### config.mk
export PLATFORM = sky130hd
export DESIGN_NAME = aarm_angle
export DESIGN_NICKNAME = d
export VERILOG_FILES = /design/src/rtl/core/aarm_pkg.sv /design/src/rtl/core/aarm_angle.sv
export SDC_FILE = /design/constraint.sdc
export NUM_CORES = 2
export LEC_CHECK = 0
export BUFFER_PORTS_ARGS = -buffer_cell sky130_fd_sc_hd__buf_2
export CORE_UTILIZATION = 50
export DETAILED_ROUTE_END_ITERATION = 10
export PLACE_DENSITY = 0.69
export SYNTH_ARGS = -nofsm -noshare
export SYNTH_HDL_FRONTEND = slang
export SYNTH_SLANG_ARGS = --single-unit
### constraint.sdc
create_clock -name clock -period 6.8 [get_ports clock]
set_clock_uncertainty 0.1 [all_clocks]
set_input_delay 0.34 -clock clock [delete_from_list [all_inputs] [get_ports clock]]
set_output_delay 0.34 -clock clock [all_outputs]
set_load 0.01 [all_outputs]
### src/rtl/core/aarm_pkg.sv
// ----------------------------------------------------------------------------
// aarm_pkg
// Shared types, constants and tables for the axis-angle rotation matrix
// pipeline.
// ----------------------------------------------------------------------------
package aarm_pkg;

   localparam int unsigned DEF_CORDIC_STEPS  = 16;
   localparam int unsigned DEF_FRACTION_BITS = 14;

   localparam int unsigned FIELD_W      = 16;
   localparam int unsigned CORDIC_W     = 34;
   localparam int unsigned ANGLE_FRAC   = 30;
   localparam int unsigned ATAN_ENTRIES = 24;
   localparam int unsigned ANGLE_PIPE   = 6;
   localparam int unsigned MATRIX_PIPE  = 5;

   // angle reduction, 1/64 degree units
   localparam int TURN_UNITS    = 23040;
   localparam int QUARTER_UNITS = 5760;
   localparam int unsigned RED_W = 15;
   localparam int unsigned REM_W = 13;

   // radians = rem * (RAD_INT + RAD_FRAC2 / RAD_DIV) rounded, in Q30
   localparam int unsigned BASE_W      = 32;
   localparam int unsigned NUM_W       = 35;
   localparam int unsigned NUM_SHIFT   = 22;
   localparam int unsigned RECIP_W     = 16;
   localparam int unsigned QEST_W      = NUM_W - NUM_SHIFT;
   localparam int unsigned QMUL_W      = QEST_W + RECIP_W;
   localparam logic [18:0] RAD_INT     = 19'd292817;
   localparam logic [22:0] RAD_FRAC2   = 23'd4595086;
   localparam logic [21:0] RAD_HALF    = 22'd3515625;
   localparam logic [22:0] RAD_DIV     = 23'd7031250;
   localparam logic [RECIP_W-1:0] RAD_RECIP = 16'd39093;

   localparam logic signed [CORDIC_W-1:0] CORDIC_GAIN = 34'sd652032874;
   localparam logic signed [CORDIC_W-1:0] ONE_Q30     = 34'sd1073741824;

   typedef struct packed {
      logic [1:0]                quad;
      logic signed [FIELD_W-1:0] axis_x;
      logic signed [FIELD_W-1:0] axis_y;
      logic signed [FIELD_W-1:0] axis_z;
   } side_type;

   function automatic logic [30:0] atan_q30(input int unsigned idx);
      logic [30:0] val;
      unique case (idx)
         0:       val = 31'd843314856;
         1:       val = 31'd497837829;
         2:       val = 31'd263043836;
         3:       val = 31'd133525158;
         4:       val = 31'd67021686;
         5:       val = 31'd33543515;
         6:       val = 31'd16775850;
         7:       val = 31'd8388437;
         8:       val = 31'd4194282;
         9:       val = 31'd2097149;
         10:      val = 31'd1048575;
         11:      val = 31'd524287;
         12:      val = 31'd262143;
         13:      val = 31'd131071;
         14:      val = 31'd65535;
         15:      val = 31'd32767;
         16:      val = 31'd16383;
         17:      val = 31'd8191;
         18:      val = 31'd4095;
         19:      val = 31'd2047;
         20:      val = 31'd1023;
         21:      val = 31'd511;
         22:      val = 31'd255;
         23:      val = 31'd127;
         default: val = '0;
      endcase
      return val;
   endfunction

endpackage

### src/rtl/core/aarm_angle.sv
// ----------------------------------------------------------------------------
// aarm_angle
// Reduces the angle to one turn, splits off the quadrant and converts the
// remainder to Q30 radians by constant multiply with reciprocal correction.
// ----------------------------------------------------------------------------
module aarm_angle
   import aarm_pkg::*;
(
   input  logic                       clock,
   input  logic                       reset,
   input  logic                       in_valid,
   input  logic signed [FIELD_W-1:0]  in_angle,
   input  side_type                   in_side,
   output logic                       out_valid,
   output logic signed [CORDIC_W-1:0] out_theta,
   output side_type                   out_side
);

   logic [ANGLE_PIPE-1:0] v_ff;
   side_type              side_ff [ANGLE_PIPE];

   logic signed [16:0]  ang_ext;
   logic signed [16:0]  wrap;
   logic [RED_W-1:0]    red_in, red_ff;
   logic [REM_W-1:0]    rem_in, rem_ff;
   logic [1:0]          quad_in;
   logic [BASE_W-1:0]   base_in, base_a_ff, base_b_ff, base_c_ff;
   logic [NUM_W-1:0]    num_in, num_a_ff, num_b_ff, num_c_ff;
   logic [QMUL_W-1:0]   qmul;
   logic [QEST_W-1:0]   qest_in, qest_ff, qest_b_ff;
   logic [NUM_W-1:0]    prod_in, prod_ff;
   logic [NUM_W-1:0]    rmd;
   logic [QEST_W-1:0]   q;
   logic [BASE_W-1:0]   rad_in, rad_ff;

   always_comb begin
      ang_ext = 17'(in_angle);
      wrap    = ang_ext[16] ? ang_ext + 17'(TURN_UNITS) : ang_ext;
      priority if (wrap < 17'sd0) begin
         red_in = RED_W'(wrap + 17'(TURN_UNITS));
      end else if (wrap >= 17'(TURN_UNITS)) begin
         red_in = RED_W'(wrap - 17'(TURN_UNITS));
      end else begin
         red_in = RED_W'(wrap);
      end
   end

   always_comb begin
      priority if (red_ff >= RED_W'(3 * QUARTER_UNITS)) begin
         quad_in = 2'd3;
         rem_in  = REM_W'(red_ff - RED_W'(3 * QUARTER_UNITS));
      end else if (red_ff >= RED_W'(2 * QUARTER_UNITS)) begin
         quad_in = 2'd2;
         rem_in  = REM_W'(red_ff - RED_W'(2 * QUARTER_UNITS));
      end else if (red_ff >= RED_W'(QUARTER_UNITS)) begin
         quad_in = 2'd1;
         rem_in  = REM_W'(red_ff - RED_W'(QUARTER_UNITS));
      end else begin
         quad_in = 2'd0;
         rem_in  = REM_W'(red_ff);
      end
   end

   always_comb begin
      base_in = BASE_W'(rem_ff) * BASE_W'(RAD_INT);
      num_in  = NUM_W'(rem_ff) * NUM_W'(RAD_FRAC2) + NUM_W'(RAD_HALF);
      qmul    = QMUL_W'(num_a_ff[NUM_W-1:NUM_SHIFT]) * QMUL_W'(RAD_RECIP);
      qest_in = qmul[QMUL_W-1:RECIP_W];
      prod_in = NUM_W'(qest_ff) * NUM_W'(RAD_DIV);
      rmd     = num_c_ff - prod_ff;
      q       = qest_b_ff + QEST_W'(rmd >= NUM_W'(RAD_DIV));
      rad_in  = base_c_ff + BASE_W'(q);
   end

   always_ff @(posedge clock) begin
      if (reset) begin
         v_ff <= '0;
      end else begin
         v_ff <= {v_ff[ANGLE_PIPE-2:0], in_valid};
      end
   end

   always_ff @(posedge clock) begin
      red_ff     <= red_in;
      side_ff[0] <= in_side;
      rem_ff     <= rem_in;
      side_ff[1] <= '{quad: quad_in, axis_x: side_ff[0].axis_x,
                      axis_y: side_ff[0].axis_y, axis_z: side_ff[0].axis_z};
      base_a_ff  <= base_in;
      num_a_ff   <= num_in;
      side_ff[2] <= side_ff[1];
      base_b_ff  <= base_a_ff;
      num_b_ff   <= num_a_ff;
      side_ff[3] <= side_ff[2];
      qest_ff    <= qest_in;
      base_c_ff  <= base_b_ff;
      num_c_ff   <= num_b_ff;
      qest_b_ff  <= qest_ff;
      prod_ff    <= prod_in;
      side_ff[4] <= side_ff[3];
      rad_ff     <= rad_in;
      side_ff[5] <= side_ff[4];
   end

   assign out_valid = v_ff[ANGLE_PIPE-1];
   assign out_theta = CORDIC_W'(rad_ff);
   assign out_side  = side_ff[ANGLE_PIPE-1];

`ifndef SYNTH
   a_rem_in_quarter: assert property (@(posedge clock) disable iff (reset)
      v_ff[1] |-> (rem_ff < REM_W'(QUARTER_UNITS)))
      else $error("angle remainder not below a quarter turn");

   a_recip_within_one: assert property (@(posedge clock) disable iff (reset)
      v_ff[4] |-> (rmd < (NUM_W'(RAD_DIV) << 1)))
      else $error("reciprocal quotient estimate off by more than one");
`endif

endmodule

== Yosys cells after proc, flatten, opt, wreduce, memory -nomap -nowiden ==
Memory sizes are Yosys's and may differ from the RTL's.
Cells that the tools add are included.
Cells by class
  multiply operators: 4
  $add $sub $neg: 10
  $lt $le $gt $ge: 6
  multiplexer cells: 9
Operators with widths (number)
  multiplier 13 x 22 -> 34 bit, second input constant: 2
  two-way mux 13 bit: 3
  adder 35 x 22 -> 35 bit, second input constant: 1
  >= comparator 35 x 23 -> 1 bit, second input constant: 1
  subtractor 35 bit: 1
  adder 32 x 13 -> 32 bit: 1
  multiplier 13 x 19 -> 32 bit, second input constant: 1
  two-way mux 15 bit: 2
  multiplier 13 x 16 -> 29 bit, second input constant: 1
  adder 16 x 16 -> 17 bit, second input constant: 1
  >= comparator 17 x 16 -> 1 bit, second input constant: 1
  less-than comparator 17 x 1 -> 1 bit, second input constant: 1
  two-way mux 17 bit: 1
  adder 15 bit, second input constant: 1
  >= comparator 15 x 13 -> 1 bit, second input constant: 1
  >= comparator 15 x 14 -> 1 bit, second input constant: 1
  >= comparator 15 bit, second input constant: 1
  subtractor 15 bit, second input constant: 1
  adder 13 x 1 -> 13 bit: 1
  subtractor 13 x 10 -> 13 bit, second input constant: 1
  subtractor 13 x 12 -> 13 bit, second input constant: 1
  subtractor 13 bit, second input constant: 1
  two-way mux 2 bit: 2
  two-way mux 1 bit: 1
Storage, ports and cells
  bits in writable memories: 300
  word-level logic and storage cells: 43
  output and inout bits: 85
  memories: 1
  register bits after elaboration: 327
Memories
  side_ff: depth 6, bits a word 50, rd ports 6, clocked after memory_dff 0, wr ports 6, RTL line aarm_angle.sv:20  | side_type side_ff [ANGLE_PIPE];

== Logic depth before layout (Yosys ltp) ==
  depth after elaboration: 5
  mapped depth: 28
  gate-level depth less buffers: 28

== Worst setup path after synthesis ==
OpenSTA, ideal clock, no wires.
  path type: reg-to-reg
  from: reg qest_b_ff[0]
  to: reg rad_ff[16]
  cell stages (with the launch flop): 28
  slack: 745 ps
  arrival: 5835 ps
  path buffers: 0
  required time: 6580 ps
  clock period less this slack: 6055 ps
  cell sequence: dfxtp_1 ha_1 inv_1 fa_1 a211oi_1 o21ba_2 o211ai_2 a2111oi_4 nor2_1 a31o_2 mux2i_1 or4_4 nor4_2 nand4_1 ha_1 xor2_1 inv_1 fa_1 nor2b_1 o21ai_0 a21boi_0 o21ai_0 a21oi_1 o21ai_0 a21o_1 a211oi_2 o2111ai_1 xnor2_1
Between the ends
  cells in the longest elaborated chain, start to end: 2
Ends and longest elaborated chain
  from (decl): RTL line aarm_angle.sv:30  | logic [QEST_W-1:0] qest_in, qest_ff, qest_b_ff;
  from (signal assigned): RTL line aarm_angle.sv:98  | qest_b_ff <= qest_ff;
  adder 13 x 1 -> 13 bit: RTL line aarm_angle.sv:71  | q = qest_b_ff + QEST_W'(rmd >= NUM_W'(RAD_DIV));
  adder 32 x 13 -> 32 bit: RTL line aarm_angle.sv:72  | rad_in = base_c_ff + BASE_W'(q);
  net rad_in[16]: RTL line aarm_angle.sv:34  | logic [BASE_W-1:0] rad_in, rad_ff;
  to (signal assigned): RTL line aarm_angle.sv:101  | rad_ff <= rad_in;
  to (decl): RTL line aarm_angle.sv:34
The timed path passes the listed nets, and every way through them passes these cells.
A chain may end at the register's enable or synchronous reset.

== Worst setup path in the final report ==
  from: reg base_c_ff[0]
  to: reg rad_ff[30]
Between the ends
  cells in the longest elaborated chain, start to end: 1
Ends and longest elaborated chain
  from (decl): RTL line aarm_angle.sv:27  | logic [BASE_W-1:0] base_in, base_a_ff, base_b_ff, base_c_ff;
  from (signal assigned): RTL line aarm_angle.sv:96  | base_c_ff <= base_b_ff;
  adder 32 x 13 -> 32 bit: RTL line aarm_angle.sv:72
  net rad_in[30]: RTL line aarm_angle.sv:34
The timed path passes the listed nets, and every way through them passes these cells.

==> flow_metrics.py <==
metrics = {
    "outcome": {
        "outcome": "completed",
    },
    "final_layout": {
        "area_delta_synth_final_pct": 14.6,
        "layout.cells.non_filler": 4059,
        "final-seq-area_mm2": 0.0123,
        "nFillCells": 5298,
        "layout-drive-gt1-share_pct": 10.5,
        "antenna_cells_inserted": 0,
        "post-route-cell-area_mm2": 0.0369,
        "nNetsFinal": 3961,
        "multi_input_area_mm2": 0.0181,
    },
    "clocking": {
        "clock_sink_count": 616,
        "number_of_levels_the_h_tree_was_split_into": 2,
        "clock_latency_on_the_worst_skew_pair_ps": 630,
        "clock_tree.root_cell": "clkbuf_16",
        "clock_tree.buffer_depth": 3,
        "clkTransAtPathRegs_ps": 60,
        "tritoncts": "done",
        "cts_buffers": 60,
    },
    "drt": {
        "drt_iter0_markers": 849,
        "route.final.wire_length_um": 65400,
        "num_vias": 20560,
        "viasPerCell": 5.07,
        "detailedRoute.firstPassIterationCount": 5,
        "avgRoutedWirePerCell_um": 16.1,
        "drcViolationCount": 0,
        "drt.antenna.violating_nets": 0,
    },
    "global_route": {
        "antenna_found_initial": 0,
        "first_global_vias": 21808,
        "track_usage_pct": 20.5,
        "grt_pass1_wl_um": 108000,
        "grt_max_degree": 17,
        "global_route.overflow_total": 0,
    },
    "job": {
        "max_cap_violations": 0,
    },
    "setup_path": {
        "crit_slowest_cell": "or4_4",
        "cp.buffers_inverters": 5,
        "setup.worst_path.end_class": "flip-flop",
        "critical-path-top-delay-family": "compound AO/OA/AOI/OAI gates",
        "worstPathRequired_ps": 7210,
        "startpoint_type": "flip-flop",
        "critical_path_arrival_ps": 6920,
        "critPathMaxStageDelay_ps": 530,
        "path_max_fanout": 5,
        "path_class": "reg -> reg",
    },
    "placement": {
        "gp_weighted_congestion": 0.931,
        "hpwl_dp_um": 52400,
        "pre_cts_slack_ps": 111,
        "postPlaceCellArea_mm2": 0.0342,
        "placedCellCount": 3884,
        "port_buffers": 149,
    },
    "floorplanning": {
        "rows": 92,
        "io_pins": 154,
        "core-area_mm2": 0.0633,
        "die_w_um": 256,
        "die_boundary_height_um": 256,
        "design.die.area_mm2": 0.0654,
        "initial_utilization_pct": 50.9,
    },
    "timing": {
        "layout_worst_path_cycle_share_pct": 95.8,
        "timing.final.crit_period_ps": 6520,
        "hold_ws_ps": 54.6,
        "tightestPinTransition_ps": 731,
        "postLayoutSetupSlackWorst_ps": 284,
        "report.final.hold_viol_count": 0,
        "finalSetupViolCount": 0,
        "fmax_mhz": 153,
        "drv_slew": 0,
        "slew_headroom_pct": 51.2,
    },
    "synth": {
        "yosysWarningCount": 0,
        "avgSynthCellArea_um2": 11.2,
        "post_synthesis_cells": 2872,
        "post_synth_main_area_contributors": "dfxtp_1 38%, fa_1 18%, ha_1 17%, inv_1 5.6%, xnor2_1 3.3%",
        "synth_seq_cells": 616,
        "synthesis.area_mm2": 0.0322,
        "synthArstFlopShare_pct": 0,
        "synth.top_cell.area_share_pct": 38.3,
        "synthDominantAreaCellType": "dfxtp_1",
        "yosys-top-cells-count": "616 x dfxtp_1, 482 x inv_1, 444 x ha_1",
        "yosys.cell_count.top_type": "dfxtp_1",
        "ys_types": 89,
        "sequential_fraction_of_the_synthesis_area_pct": 38.3,
        "synth-edff-count": 0,
        "synth_top_flop_cell": "dfxtp_1",
    },
    "worst_hold_path": {
        "hold_path_class": "in -> reg",
    },
}
-- per-stage QoR --
stage / util [%] / TNS, ps
after CTS: 58.2 / 0
after floorplan: - / 0
after global placement: 54.0 / 0
final: 58.3 / 0
after detailed placement: 54.0 / 0
after global routing: 58.3 / -419
-- cells in the final DEF, fill, tap and decap left out, types with 18 or more instances in the layout --
| cell | netlist | routed |
|---|---|---|
| nor2_1 | 101 | 100 |
| dfxtp_1 | 616 | 615 |
| a21oi_1 | 122 | 121 |
| dlygate4sd3_1 | 0 | 61 |
| ha_1 | 444 | 444 |
| buf_2 | 2 | 149 |
| a21o_1 | 49 | 49 |
| nor3_1 | 42 | 42 |
| nand3_1 | 39 | 39 |
| o21ai_0 | 71 | 69 |
| inv_1 | 482 | 482 |
| o21a_1 | 24 | 24 |
| clkbuf_16 | 0 | 61 |
| buf_4 | 2 | 31 |
| and3_1 | 27 | 27 |
| xnor2_1 | 120 | 120 |
| nor2b_1 | 23 | 23 |
| fa_1 | 284 | 282 |
| xor2_1 | 47 | 46 |
| nand2_1 | 76 | 76 |
| nand2b_1 | 18 | 18 |
| o21bai_1 | 21 | 21 |
| o211ai_1 | 26 | 26 |
-- state kept, by name, indices dropped and copies added, names as in the netlist --
name / cells
base_a_ff: 32
base_b_ff: 32
qest_ff: 13
base_c_ff: 32
red_ff: 15
v_ff: 6
rad_ff: 32
side_ff: 298
num_a_ff: 33
num_c_ff: 33
qest_b_ff: 13
rem_ff: 13
num_b_ff: 33
prod_ff: 31
-- per-layer routing --
layer / global-route usage (%) / vias up / part of all wire (%) / routed length [um]
met5: 0 / - / 0 / 0
met4: 6.25 / 0 / 2.6 / 1730
met3: 3.36 / 113 / 4.3 / 2830
met2: 36.2 / 408 / 50 / 32500
met1: 25.4 / 9941 / 43 / 28400
li1: - / 10098 / - / -
-- worst register-to-register path, delay by kind of cell (launching register included) --
kind                     cells  cell delay [ps]
flip-flops                   1              320
XOR/XNOR                     1              170
AND/OR/NAND/NOR              5             1060
buffers and inverters        5              600
AO/OA/AOI/OAI               13             2660
multiplexers                 1              130
adder cells (fa/ha/maj)      5             1360
-- what timing repair did --
| action | CTS | global route |
|---|---|---|
| gates resized for setup | 0 | 19 |
| hold buffers | 61 | 0 |
| buffers inserted | 0 | 2 |
| setup endpoints to repair | 0 | 23 |
| hold endpoints to repair | 65 | 0 |
-- cell type report --
type | count | share of cell area, %
Multi-Input combinational cell | 1762 | 49.0
Tap cell | 846 | 2.87
Sequential cell | 616 | 33.4
Timing Repair Buffer | 242 | 4.34
Inverter | 482 | 4.90
Clock inverter | 34 | 1.05
Clock buffer | 77 | 4.43
-- worst paths after layout --
check	depth (start not counted)	slack, ps	endpoint	from
min reg2reg	0	220	base_b_ff[14]	base_a_ff[14]
min	3	50	red_ff[9]	in_angle[9]
max reg2reg	30	280	rad_ff[30]	base_c_ff[0]
max	30	280	rad_ff[30]	base_c_ff[0]
-- kinds of logic (layout without fill, tap and decap cells) --
kind of cell	count (synthesis)	in the layout	synth area share (%)
adders and majority gates	728	728	34.9
DFF	616	616	38.3
buffers and inverters	495	835	5.80
AOI/OAI and AO/OA	443	443	9.45
and+or+nand+nor	412	412	6.72
xor gates and xnor gates	167	167	4.54
muxes	10	10	0.315
other	1	2	0.0116
Power is left out: the tool's default activity adds up to more than one toggle a clock period on the data nets, which glitch-free logic cannot reach.
